## src/rtl/core/sfrc_pkg.sv

```systemverilog
package sfrc_pkg;

    localparam int FRAME_MAX_DEF = 16;
    localparam int DATA_W        = 8;
    localparam int IDX_W         = 6;
    localparam int TDATA_W       = 32;

    // Fixed byte positions inside a frame
    localparam int POS_ID   = 2;
    localparam int POS_SIZE = 3;
    localparam int POS_CHK  = 4;
    localparam int POS_MODE = 5;
    localparam int HDR_LEN  = 4;

    localparam logic [7:0] START_FIRST_RST  = 8'hFF;
    localparam logic [7:0] START_SECOND_RST = 8'hFE;

    // Register index, taken from paddr[2]
    localparam logic REG_START_FIRST  = 1'b0;
    localparam logic REG_START_SECOND = 1'b1;

    typedef enum logic [1:0] {
        ST_GOOD     = 2'd0,
        ST_CHKSUM   = 2'd1,
        ST_OVERFLOW = 2'd2
    } status_t;

    typedef struct packed {
        logic clr;
        logic add;
    } acc_ctrl_t;

endpackage

```

## src/rtl/core/sfrc_store.sv

```systemverilog
module sfrc_store #(
    parameter int FRAME_MAX = sfrc_pkg::FRAME_MAX_DEF
) (
    input  logic                              clk,
    input  logic                              we,
    input  logic [$clog2(FRAME_MAX)-1:0]      waddr,
    input  logic [sfrc_pkg::DATA_W-1:0]       wdata,
    input  logic                              re,
    input  logic [$clog2(FRAME_MAX)-1:0]      raddr,
    output logic [sfrc_pkg::DATA_W-1:0]       rdata
);

    logic [sfrc_pkg::DATA_W-1:0] mem [FRAME_MAX];
    logic [sfrc_pkg::DATA_W-1:0] rdata_reg;

    always_ff @(posedge clk)
    begin
        if (we)
        begin
            mem[waddr] <= wdata;
        end
    end

    always_ff @(posedge clk)
    begin
        if (re)
        begin
            rdata_reg <= mem[raddr];
        end
    end

    assign rdata = rdata_reg;

endmodule

```

## src/rtl/core/sfrc_acc.sv

```systemverilog
module sfrc_acc (
    input  logic                          clk,
    input  sfrc_pkg::acc_ctrl_t           ctrl,
    input  logic [sfrc_pkg::DATA_W-1:0]   operand,
    input  logic [sfrc_pkg::DATA_W-1:0]   chk,
    output logic                          match
);

    logic [sfrc_pkg::DATA_W-1:0] acc_reg;
    logic [sfrc_pkg::DATA_W-1:0] acc_next;

    always_comb
    begin
        acc_next = acc_reg;
        if (ctrl.clr)
        begin
            acc_next = '0;
        end
        else if (ctrl.add)
        begin
            acc_next = acc_reg + operand;
        end
    end

    always_ff @(posedge clk)
    begin
        acc_reg <= acc_next;
    end

    // checksum is the inverted byte sum
    assign match = (~acc_reg == chk);

endmodule

```

## src/rtl/core/sfrc_ctrl.sv

```systemverilog
module sfrc_ctrl #(
    parameter int FRAME_MAX = sfrc_pkg::FRAME_MAX_DEF
) (
    input  logic                              clk,
    input  logic                              rst_n,
    input  logic [sfrc_pkg::DATA_W-1:0]       start_first,
    input  logic [sfrc_pkg::DATA_W-1:0]       start_second,
    input  logic                              s_tvalid,
    output logic                              s_tready,
    input  logic [sfrc_pkg::DATA_W-1:0]       s_rx_byte,
    output logic                              mem_we,
    output logic [$clog2(FRAME_MAX)-1:0]      mem_waddr,
    output logic [sfrc_pkg::DATA_W-1:0]       mem_wdata,
    output logic                              mem_re,
    output logic [$clog2(FRAME_MAX)-1:0]      mem_raddr,
    input  logic [sfrc_pkg::DATA_W-1:0]       mem_rdata,
    output sfrc_pkg::acc_ctrl_t               acc_ctrl,
    output logic [sfrc_pkg::DATA_W-1:0]       acc_chk,
    input  logic                              acc_match,
    output logic                              m_tvalid,
    input  logic                              m_tready,
    output logic [sfrc_pkg::DATA_W-1:0]       m_frame_byte,
    output logic [sfrc_pkg::IDX_W-1:0]        m_byte_index,
    output logic                              m_tlast,
    output sfrc_pkg::status_t                 m_status,
    output logic [sfrc_pkg::DATA_W-1:0]       m_device_id,
    output logic [sfrc_pkg::DATA_W-1:0]       m_frame_mode
);

    localparam int AW    = $clog2(FRAME_MAX);
    localparam int LEN_W = $clog2(FRAME_MAX + 1);
    localparam int SUM_W = sfrc_pkg::DATA_W + 1;

    typedef enum logic [6:0] {
        S_IDLE    = 7'b0000001,
        S_SUM_RD  = 7'b0000010,
        S_SUM_ADD = 7'b0000100,
        S_CHECK   = 7'b0001000,
        S_READ    = 7'b0010000,
        S_EMIT    = 7'b0100000,
        S_STATUS  = 7'b1000000
    } state_t;

    state_t                       state_reg, state_next;
    logic [sfrc_pkg::DATA_W-1:0]  prev_reg, prev_next;
    logic [LEN_W-1:0]             len_reg, len_next;
    logic [LEN_W-1:0]             idx_reg, idx_next;
    logic [sfrc_pkg::DATA_W-1:0]  b0_reg, b0_next;
    logic [sfrc_pkg::DATA_W-1:0]  b1_reg, b1_next;
    logic [sfrc_pkg::DATA_W-1:0]  id_reg, id_next;
    logic [sfrc_pkg::DATA_W-1:0]  size_reg, size_next;
    logic [sfrc_pkg::DATA_W-1:0]  chk_reg, chk_next;
    logic [sfrc_pkg::DATA_W-1:0]  mode_reg, mode_next;
    sfrc_pkg::status_t            sts_reg, sts_next;

    logic                         ov_reg, ov_next;
    logic [sfrc_pkg::DATA_W-1:0]  ob_reg, ob_next;
    logic [sfrc_pkg::IDX_W-1:0]   oi_reg, oi_next;
    logic                         ol_reg, ol_next;
    sfrc_pkg::status_t            os_reg, os_next;
    logic [sfrc_pkg::DATA_W-1:0]  oid_reg, oid_next;
    logic [sfrc_pkg::DATA_W-1:0]  omode_reg, omode_next;

    logic                         slot_free;
    logic                         start_pair;
    logic [LEN_W-1:0]             len_acc;
    logic                         idx_last;
    logic [sfrc_pkg::DATA_W-1:0]  mode_eff;

    assign slot_free  = !ov_reg || m_tready;
    assign start_pair = (prev_reg == start_first) && (s_rx_byte == start_second);
    assign idx_last   = ((idx_reg + LEN_W'(1)) == len_reg);
    assign mode_eff   = (len_reg > LEN_W'(sfrc_pkg::POS_MODE)) ? mode_reg : '0;

    always_comb
    begin
        state_next = state_reg;
        prev_next  = prev_reg;
        len_next   = len_reg;
        idx_next   = idx_reg;
        b0_next    = b0_reg;
        b1_next    = b1_reg;
        id_next    = id_reg;
        size_next  = size_reg;
        chk_next   = chk_reg;
        mode_next  = mode_reg;
        sts_next   = sts_reg;
        ob_next    = ob_reg;
        oi_next    = oi_reg;
        ol_next    = ol_reg;
        os_next    = os_reg;
        oid_next   = oid_reg;
        omode_next = omode_reg;
        ov_next    = ov_reg && !m_tready;
        len_acc    = len_reg;
        mem_we     = 1'b0;
        mem_waddr  = len_reg[AW-1:0];
        mem_wdata  = s_rx_byte;
        mem_re     = 1'b0;
        mem_raddr  = idx_reg[AW-1:0];
        acc_ctrl   = '0;

        unique case (state_reg)
            S_IDLE:
            begin
                if (s_tvalid)
                begin
                    prev_next = s_rx_byte;
                    if (start_pair)
                    begin
                        b0_next = prev_reg;
                        b1_next = s_rx_byte;
                        len_acc = LEN_W'(2);
                    end
                    else if (len_reg >= LEN_W'(2) && len_reg < LEN_W'(FRAME_MAX))
                    begin
                        mem_we  = 1'b1;
                        len_acc = len_reg + LEN_W'(1);
                        if (len_reg == LEN_W'(sfrc_pkg::POS_ID))
                        begin
                            id_next = s_rx_byte;
                        end
                        if (len_reg == LEN_W'(sfrc_pkg::POS_SIZE))
                        begin
                            size_next = s_rx_byte;
                        end
                        if (len_reg == LEN_W'(sfrc_pkg::POS_CHK))
                        begin
                            chk_next = s_rx_byte;
                        end
                        if (len_reg == LEN_W'(sfrc_pkg::POS_MODE))
                        begin
                            mode_next = s_rx_byte;
                        end
                    end
                    len_next = len_acc;
                    if (len_acc > LEN_W'(sfrc_pkg::HDR_LEN) &&
                        ({1'b0, size_reg} + SUM_W'(sfrc_pkg::HDR_LEN)) == SUM_W'(len_acc))
                    begin
                        idx_next     = LEN_W'(sfrc_pkg::POS_ID);
                        acc_ctrl.clr = 1'b1;
                        state_next   = S_SUM_RD;
                    end
                    else if (len_acc == LEN_W'(FRAME_MAX))
                    begin
                        sts_next   = sfrc_pkg::ST_OVERFLOW;
                        state_next = S_STATUS;
                    end
                end
            end

            S_SUM_RD:
            begin
                mem_re     = 1'b1;
                state_next = S_SUM_ADD;
            end

            S_SUM_ADD:
            begin
                // leave the checksum byte itself out of the sum
                acc_ctrl.add = (idx_reg != LEN_W'(sfrc_pkg::POS_CHK));
                if (idx_last)
                begin
                    state_next = S_CHECK;
                end
                else
                begin
                    idx_next   = idx_reg + LEN_W'(1);
                    state_next = S_SUM_RD;
                end
            end

            S_CHECK:
            begin
                if (acc_match)
                begin
                    idx_next   = '0;
                    state_next = S_READ;
                end
                else
                begin
                    sts_next   = sfrc_pkg::ST_CHKSUM;
                    state_next = S_STATUS;
                end
            end

            S_READ:
            begin
                mem_re     = 1'b1;
                state_next = S_EMIT;
            end

            S_EMIT:
            begin
                if (slot_free)
                begin
                    ov_next    = 1'b1;
                    oi_next    = sfrc_pkg::IDX_W'(idx_reg);
                    ol_next    = idx_last;
                    os_next    = sfrc_pkg::ST_GOOD;
                    oid_next   = id_reg;
                    omode_next = mode_eff;
                    if (idx_reg == LEN_W'(0))
                    begin
                        ob_next = b0_reg;
                    end
                    else if (idx_reg == LEN_W'(1))
                    begin
                        ob_next = b1_reg;
                    end
                    else
                    begin
                        ob_next = mem_rdata;
                    end
                    if (idx_last)
                    begin
                        len_next   = '0;
                        state_next = S_IDLE;
                    end
                    else
                    begin
                        idx_next   = idx_reg + LEN_W'(1);
                        state_next = S_READ;
                    end
                end
            end

            S_STATUS:
            begin
                if (slot_free)
                begin
                    ov_next    = 1'b1;
                    ob_next    = '0;
                    oi_next    = '0;
                    ol_next    = 1'b1;
                    os_next    = sts_reg;
                    oid_next   = id_reg;
                    omode_next = mode_eff;
                    len_next   = '0;
                    state_next = S_IDLE;
                end
            end

            default:
            begin
                state_next = S_IDLE;
            end
        endcase
    end

    always_ff @(posedge clk or negedge rst_n)
    begin
        if (!rst_n)
        begin
            state_reg <= S_IDLE;
            prev_reg  <= '0;
            len_reg   <= '0;
            ov_reg    <= 1'b0;
        end
        else
        begin
            state_reg <= state_next;
            prev_reg  <= prev_next;
            len_reg   <= len_next;
            ov_reg    <= ov_next;
        end
    end

    always_ff @(posedge clk)
    begin
        idx_reg   <= idx_next;
        b0_reg    <= b0_next;
        b1_reg    <= b1_next;
        id_reg    <= id_next;
        size_reg  <= size_next;
        chk_reg   <= chk_next;
        mode_reg  <= mode_next;
        sts_reg   <= sts_next;
        ob_reg    <= ob_next;
        oi_reg    <= oi_next;
        ol_reg    <= ol_next;
        os_reg    <= os_next;
        oid_reg   <= oid_next;
        omode_reg <= omode_next;
    end

    assign s_tready     = (state_reg == S_IDLE);
    assign acc_chk      = chk_reg;
    assign m_tvalid     = ov_reg;
    assign m_frame_byte = ob_reg;
    assign m_byte_index = oi_reg;
    assign m_tlast      = ol_reg;
    assign m_status     = os_reg;
    assign m_device_id  = oid_reg;
    assign m_frame_mode = omode_reg;

endmodule

```

## src/rtl/core/serial_frame_receiver_checksum_top.sv

```systemverilog
// A byte that does not close a frame is taken while the receiver is idle.
// A frame that closes has its bytes from the ID byte on summed through the shared adder (one
// store read, then one add, per byte), is checked, then emits each beat with a store read and
// an output load. Status beat: follows the check on a bad checksum, or the store-filling byte on overflow.
// s_tready is low while a frame is summed or emitted; the output register lets the next byte in
// while the final beat waits. Reset (rst_n, async low) closes any frame and restores start bytes.
module serial_frame_receiver_checksum_top #(
    parameter int FRAME_MAX = sfrc_pkg::FRAME_MAX_DEF
) (
    input  logic        clk,
    input  logic        rst_n,
    input  logic        psel,
    input  logic        penable,
    input  logic        pwrite,
    input  logic [2:0]  paddr,
    input  logic [31:0] pwdata,
    output logic [31:0] prdata,
    output logic        pready,
    input  logic        s_tvalid,
    output logic        s_tready,
    input  logic [7:0]  s_tdata,   // [7:0] rx_byte
    output logic        m_tvalid,
    input  logic        m_tready,
    output logic [31:0] m_tdata,   // [7:0] frame_byte, [13:8] byte_index, [21:14] device_id,
                                   // [29:22] frame_mode, [31:30] zero
    output logic        m_tlast,   // last
    output logic [1:0]  m_tuser    // [1:0] status
);

    localparam int AW = $clog2(FRAME_MAX);

    logic [7:0]                  first_reg;
    logic [7:0]                  second_reg;
    logic                        cfg_wr;

    logic                        mem_we;
    logic [AW-1:0]               mem_waddr;
    logic [7:0]                  mem_wdata;
    logic                        mem_re;
    logic [AW-1:0]               mem_raddr;
    logic [7:0]                  mem_rdata;
    sfrc_pkg::acc_ctrl_t         acc_ctrl;
    logic [7:0]                  acc_chk;
    logic                        acc_match;

    logic [7:0]                  frame_byte;
    logic [5:0]                  byte_index;
    sfrc_pkg::status_t           status;
    logic [7:0]                  device_id;
    logic [7:0]                  frame_mode;

    assign pready = 1'b1;
    assign cfg_wr = psel && penable && pwrite && pready;

    always_ff @(posedge clk or negedge rst_n)
    begin
        if (!rst_n)
        begin
            first_reg  <= sfrc_pkg::START_FIRST_RST;
            second_reg <= sfrc_pkg::START_SECOND_RST;
        end
        else if (cfg_wr)
        begin
            unique case (paddr[2])
                sfrc_pkg::REG_START_FIRST:  first_reg  <= pwdata[7:0];
                sfrc_pkg::REG_START_SECOND: second_reg <= pwdata[7:0];
                default:                    first_reg  <= first_reg;
            endcase
        end
    end

    always_comb
    begin
        unique case (paddr[2])
            sfrc_pkg::REG_START_FIRST:  prdata = {24'b0, first_reg};
            sfrc_pkg::REG_START_SECOND: prdata = {24'b0, second_reg};
            default:                    prdata = '0;
        endcase
    end

    sfrc_ctrl #(
        .FRAME_MAX (FRAME_MAX)
    ) u_ctrl (
        .clk          (clk),
        .rst_n        (rst_n),
        .start_first  (first_reg),
        .start_second (second_reg),
        .s_tvalid     (s_tvalid),
        .s_tready     (s_tready),
        .s_rx_byte    (s_tdata),
        .mem_we       (mem_we),
        .mem_waddr    (mem_waddr),
        .mem_wdata    (mem_wdata),
        .mem_re       (mem_re),
        .mem_raddr    (mem_raddr),
        .mem_rdata    (mem_rdata),
        .acc_ctrl     (acc_ctrl),
        .acc_chk      (acc_chk),
        .acc_match    (acc_match),
        .m_tvalid     (m_tvalid),
        .m_tready     (m_tready),
        .m_frame_byte (frame_byte),
        .m_byte_index (byte_index),
        .m_tlast      (m_tlast),
        .m_status     (status),
        .m_device_id  (device_id),
        .m_frame_mode (frame_mode)
    );

    sfrc_store #(
        .FRAME_MAX (FRAME_MAX)
    ) u_store (
        .clk   (clk),
        .we    (mem_we),
        .waddr (mem_waddr),
        .wdata (mem_wdata),
        .re    (mem_re),
        .raddr (mem_raddr),
        .rdata (mem_rdata)
    );

    sfrc_acc u_acc (
        .clk     (clk),
        .ctrl    (acc_ctrl),
        .operand (mem_rdata),
        .chk     (acc_chk),
        .match   (acc_match)
    );

    assign m_tdata = {2'b00, frame_mode, device_id, byte_index, frame_byte};
    assign m_tuser = status;

endmodule

```

## config.mk

```make
export PLATFORM = sky130hd
export DESIGN_NAME = serial_frame_receiver_checksum_top
export DESIGN_NICKNAME = d
export VERILOG_FILES = /design/src/rtl/core/sfrc_pkg.sv /design/src/rtl/core/sfrc_store.sv /design/src/rtl/core/sfrc_acc.sv /design/src/rtl/core/sfrc_ctrl.sv /design/src/rtl/core/serial_frame_receiver_checksum_top.sv
export SDC_FILE = /design/constraint.sdc
export NUM_CORES = 1
export LEC_CHECK = 0
export ABC_AREA = 1
export BUFFER_PORTS_ARGS = -buffer_cell sky130_fd_sc_hd__buf_2
export CAP_MARGIN = 20
export CORE_UTILIZATION = 59
export DETAILED_ROUTE_END_ITERATION = 8
export PLACE_DENSITY = 0.78
export SETUP_SLACK_MARGIN = 0.3
export SLEW_MARGIN = 20
export SYNTH_ARGS = -nofsm -noshare
export SYNTH_HDL_FRONTEND = slang
export SYNTH_SLANG_ARGS = --single-unit
```

## constraint.sdc

```tcl
create_clock -name clk -period 7.2 [get_ports clk]
set_input_delay 0.72 -clock clk [delete_from_list [all_inputs] [get_ports clk]]
set_output_delay 0.72 -clock clk [all_outputs]
set_load 0.01 [all_outputs]
```

* Yosys cells after proc, flatten, opt, wreduce, memory -nomap -nowiden *
Memories as Yosys holds them, arrays and structs flattened. A register that Yosys moved wholly into a read port is not among the register bits.
Cells that the tools add are included.

storage, ports and cells
  register bits = 133
  bits in latches = 0
  bits in writable memories = 128
  ROM bits = 0
  bits of input ports = 50
  output and inout bits = 70
  word-level logic and storage cells = 149
  memories kept = 1

memory list
  memory       depth  width  read ports  clocked after Yosys merged registers in  write ports  RTL line          text
  u_store.mem  16     8      1           1                                        1            sfrc_store.sv:13  logic [sfrc_pkg::DATA_W-1:0] mem [FRAME_MAX];

cells by class
  add/sub/neg operators = 4
  $mul = 0
  div/mod/pow operators = 0
  order comparisons = 4
  equality and inequality tests = 29
  shift operators = 0
  muxes and demuxes = 57
  bitwise gates (word level) = 3
  reduce and logical (&&, ||, !) cells = 30

operators by type and width
  cell                   number
  $mux W5                14
  $pmux W32 S2           1
  $pmux W7 S7            1
  $mux W7                6
  $reduce_and A5 Y1      7
  $mux W8                4
  $eq A8 B8 Y1           3
  $pmux W5 S4            1
  $pmux W8 S2            1
  $mux W1                15
  $pmux W5 S3            1
  $mux W2                6
  $mux W6                2
  $pmux W6 S2            1
  $add A5 B1 Y5 const B  2
  $eq A5 B2 Y1 const B   2
  $eq A5 B3 Y1 const B   2
  $gt A5 B3 Y1 const B   2
  $ne A2 B1 Y1 const B   5
  $add A8 B3 Y9 const B  1
  $eq A9 B5 Y1           1
  $add A8 B8 Y8          1
  $ne A2 B2 Y1 const B   4
  $not A8 Y8             1
  other kinds (29)       43

* Longest topological paths before layout *
  depth in word-level cells = 11
  depth in mapped cells = 17
  mapped depth without buffers = 16

* Modules after synthesis *
A second synthesis with hierarchy kept.

unflattened totals
  cell total of the unflattened synthesis = 1285
  area, all modules = 12733.5 sq um

by module, submodules not included
  module                              instances  cells each  area each (sq um)  sequential area each (sq um)
  sfrc_store                          1          551         5846.9             4083.9
  sfrc_ctrl                           1          501         5141.2             3139.3
  serial_frame_receiver_checksum_top  1          127         983.4              419.2
  sfrc_acc                            1          106         762.0              160.2

* Worst setup path before layout *
No wires, ideal clock.

  path kind = input to register
  start = input s_tdata[2]
  end = register u_ctrl.b0_reg[0] (netlist bit), enable pin
  library setup time = 409 ps
  arrival = 2458 ps
  data required time = 6791 ps
  setup slack = 4333 ps
  stages = 9
  path buffers = 1
  path through = inv_1 -> nand2_1 -> nand2_1 -> nor2_1 -> nand2_1 -> nor2_2 -> nand2_2 -> buf_6 -> nor3_1

between the ends
  longest elaborated chain between the ends = 3

RTL lines
  item                         RTL line                                  text
  start, declared              serial_frame_receiver_checksum_top.sv:21  input logic [7:0] s_tdata,
  $eq A8 B8 Y1                 sfrc_ctrl.sv:71                           assign start_pair = (prev_reg == start_first) && (s_rx_byte == start_second);
  $logic_and A1 B1 Y1          sfrc_ctrl.sv:71
  $reduce_and A3 Y1 (no line)  -
  end signal, assigned         sfrc_ctrl.sv:272                          b0_reg <= b0_next;
  end, declared                sfrc_ctrl.sv:48                           logic [sfrc_pkg::DATA_W-1:0] b0_reg, b0_next;

Every way passes these cells.
A chain may end at the register's enable or synchronous reset.

* Worst setup path after layout *
  start = register u_ctrl.state_reg[5]
  end = memory u_store.mem[11][0] (netlist bit), enable pin

between the ends
  longest elaborated chain between the ends = 4

RTL lines
  item                           RTL line          text
  start, declared                sfrc_ctrl.sv:44   state_t state_reg, state_next;
  start signal, assigned         sfrc_ctrl.sv:262  state_reg <= state_next;
  $eq A7 B1 Y1                   sfrc_ctrl.sv:103  unique case (state_reg)
  $mux W1                        sfrc_ctrl.sv:103
  $mux W1                        sfrc_store.sv:18  if (we)
  $mux W1 (not written as such)  sfrc_store.sv:20  mem[waddr] <= wdata;
  end, declared                  sfrc_store.sv:13

Every way passes these cells.

==> results by group <==
Global routing
  • GRT overflow: 0
  • Gr usage total: between 20 and 30%
  • First-pass GRT wire length: between 30000 and 40000 um
  • Number of global-route vias before repair: about 7300
  • Initial antenna violation count: 0
  • Largest net degree at the start of global routing: 66

Synthesis
  • Post-Synth Simple-Gate Area: 15.1%
  • Mapped Cells: about 1100
  • Mean Syn Cell Area: 10.8 um2
  • Top post-synthesis cells by area: edfxtp_1 (56%), nand2_1 (5.9%), nor2_1 (4.9%)
  • Post-Syn Area: between 10000 and 15000 um2
  • YS warnings: 0
  • Post-synthesis compound-gate area fraction: 8.86%
  • Synth Area in XOR/XNOR: under 10%
  • Mux cell area share after synthesis: less than 1%
  • Async SR Flop Fraction: around 14%
  • Largest family of logic cells by synthesized area: simple AND/OR/NAND/NOR gates
  • Top-area cell type share of the netlist area: between 50% and 60%
  • Leading area contributor after synthesis: edfxtp_1
  • Sequential fraction of the synthesis area: 65.6%
  • Count of cell types in the netlist: between 40 and 50
  • Post-synth EDFFs: around 220
  • Ys flop type: edfxtp_1
  • Post-Synth Adder-Cell Area: 1.75%
  • Post-synthesis register bit count: ~270

Final layout
  • FILL cells: around 1500
  • Ant diodes: 0
  • Final core occ: between 60% and 70%
  • Leading cell type in the layout, fill and taps excluded: edfxtp_1
  • Area grow syn2layout: 10.9%
  • Final non-filler cell total: about 1500
  • Final nets: ~1200
  • Top reg by flops: u_store.mem
  • Layout cells sized above 1: about 15%
  • Max FFs per register: 128
  • Commonest cells after routing, fill and taps aside: edfxtp_1 (223), nand2_1 (187), nor2_1 (156)

Clocking
  • TritonCTS clock tree: yes
  • Reg clk slew, reported paths: about 0.06 ns
  • Clock root buffer: clkbuf_16
  • Hold_buf cts: 0
  • Clk_lat worst skew: 0.53 ns
  • CTS sink count: 268
  • Clk buf depth: 3
  • Num CTS Buffers: 26
  • Post-CTS sizing: 0
  • Setup bufs post-CTS: 0
  • CTS H-tree lvls: 1

Placement
  • Dpl ws: 3.82 ns
  • Cells after DPL: between 1000 and 1500
  • PortBufs: 65
  • DP HPWL: between 15000 and 20000 um
  • Gp weighted congestion: approximately 0.9

STA
  • Clk_skew: ~0.015 ns
  • Slew Limit Fails: 0
  • Worst-Margin Slew: 0.962 ns
  • Slew HR: 35.6%
  • Sum Neg Setup Slack: 0 ns
  • Worst setup margin: just under 4 ns
  • RSZ-0062 raised after global routing: no
  • Final period utilization: 44.9%
  • Final setup violation count: 0
  • Period minus WS final: 3.23 ns
  • Hold Vio Cnt, Final: 0
  • Fmax: around 0.31 GHz

Worst setup path
  • CP Capture Type: register
  • Top Family by Delay on Critical Path: simple AND/OR/NAND/NOR gates
  • Reg2Reg Launch Point: u_ctrl.state_reg[5]$_DFFE_PN0P_
  • Setup crit start kind: register
  • Crit path required time: approximately 7.4 ns
  • Reg2Reg Setup Slack: 3.97 ns
  • Cell-by-cell trace of the critical path: nor2_1, nand2_1, inv_2, nand4_1, nor2_2, nand3_1, inv_2, nand2_1, nor2_1
  • FF-to-FF path depth: 9
  • Critical path arrival: 3.38 ns
  • Worst Path Buf+Inv: 2
  • Worst stage delay on the critical path: between 0.7 and 0.8 ns
  • RR Endpoint: u_store.mem[11][0]$_DFFE_PP_
  • Max FO, Critical Path: 17
  • Max stage delay cell, worst path: nor2_1
  • Setup CP Type: reg2reg

Floorplan
  • Core Region: between 15000 and 20000 um2
  • Row count: 51
  • Die W: around 140 um
  • Die Height: approximately 140 um
  • Starting Density: between 60% and 70%
  • I/O pins: 120
  • Die ar.: 20700 um2

Route
  • Initial DRC count: between 700 and 800
  • DRC Markers: 0
  • Via/cell ratio: roughly 5.5
  • Final ANT Viol Nets: 0
  • DR WL/cell: about 17 um
  • Post-detailed-routing wire length: 25400 um
  • Pre-Repair DR Iteration Count: 5
  • Via Count: a little over 8000

Power and ir drop
  • Leakage Power: roughly 5.3 nW
  • PwrDens: approximately 310 nW/um2
  • Peak VDD IR: around 0.00021 V

Status
  • Status: finished clean

Worst hold path
  • Worst min path class: in2async

Job
  • MaxCap Viol Count: 0
power by group:
part	internal (mW)	switching, mW
registers	1.84	0.105
logic	0.244	0.550
clock network	0.755	0.566
total	2.84	1.22
stage by stage:
stage               hold slack, ns  power (mW)  area, um2
finish                       0.294        4.06      13200
global placement             0.402        2.73      12400
global route                 0.333        4.25      13200
floorplan                    0.400        2.54      12000
detailed placement           0.405        2.76      12400
CTS                          0.298        4.06      13200
cell families after synthesis:
| logic type | Yosys count |
|---|---|
| AND/OR/NAND/NOR | 428 |
| flip-flops | 268 |
| AO/OA/AOI/OAI | 185 |
| buffers and inverters | 184 |
| adder cells (fa/ha/maj) | 16 |
| XOR/XNOR | 16 |
| multiplexers | 7 |
| other | 2 |
Yosys cell counts (15+ instances only):
cell type and count:
edfxtp_1 223, nand2_1 187, nor2_1 156, o21ai_0 109, inv_1 106, nand3_1 39, buf_4 29, clkbuf_1 28
dfrtp_1 21, o22ai_1 20, dfstp_2 16, ha_1 15
worst register-to-register path: stages, from the launching register on:
cell and delay (ns):
dfrtp_1 0.40, nor2_1 0.15, nand2_1 0.10, inv_2 0.08, nand4_1 0.28, nor2_2 0.58
nand3_1 0.25, inv_2 0.14, nand2_1 0.13, nor2_1 0.74
worst max-delay path by stage:
stage	start	endpoint	slack, ns	cells past startpoint
final	u_ctrl.state_reg[5]$_DFFE_PN0P_	u_store.mem[11][0]$_DFFE_PP_	3.97	9
after global routing	u_ctrl.state_reg[5]$_DFFE_PN0P_	u_store.mem[11][0]$_DFFE_PP_	3.70	9
after CTS	u_ctrl.state_reg[5]$_DFFE_PN0P_	u_store.mem[11][4]$_DFFE_PP_	3.97	9
after detailed placement	s_tdata[6]	u_store.mem[11][2]$_DFFE_PP_	3.82	11
after global placement	s_tdata[2]	u_ctrl.idx_reg[2]$_DFFE_PP_	3.87	17
after floorplan	s_tdata[2]	u_ctrl.b0_reg[0]$_DFFE_PP_	4.33	9
metal layers:
metal	global-route usage (%)	up-vias	wire length (um)	part of all wire (%)
met2	40.9	345	12200	48
met5	0	-	0	0
li1	-	3839	-	-
met1	34.5	3835	10600	42
met3	4.44	37	1970	7.7
met4	8.62	0	600	2.4
layout make-up:
cell class                      count  area (um2)  area share [%]
Multi-Input combinational cell    680        3390            25.7
Sequential cell                   268        7800            59.1
Inverter                          121         454            3.44
Timing Repair Buffer               73         389            2.95
Clock buffer                       29         683            5.17
Clock inverter                     18         148            1.12
Tap cell                          265         332            2.51
(Power assumes the default switching activity.)
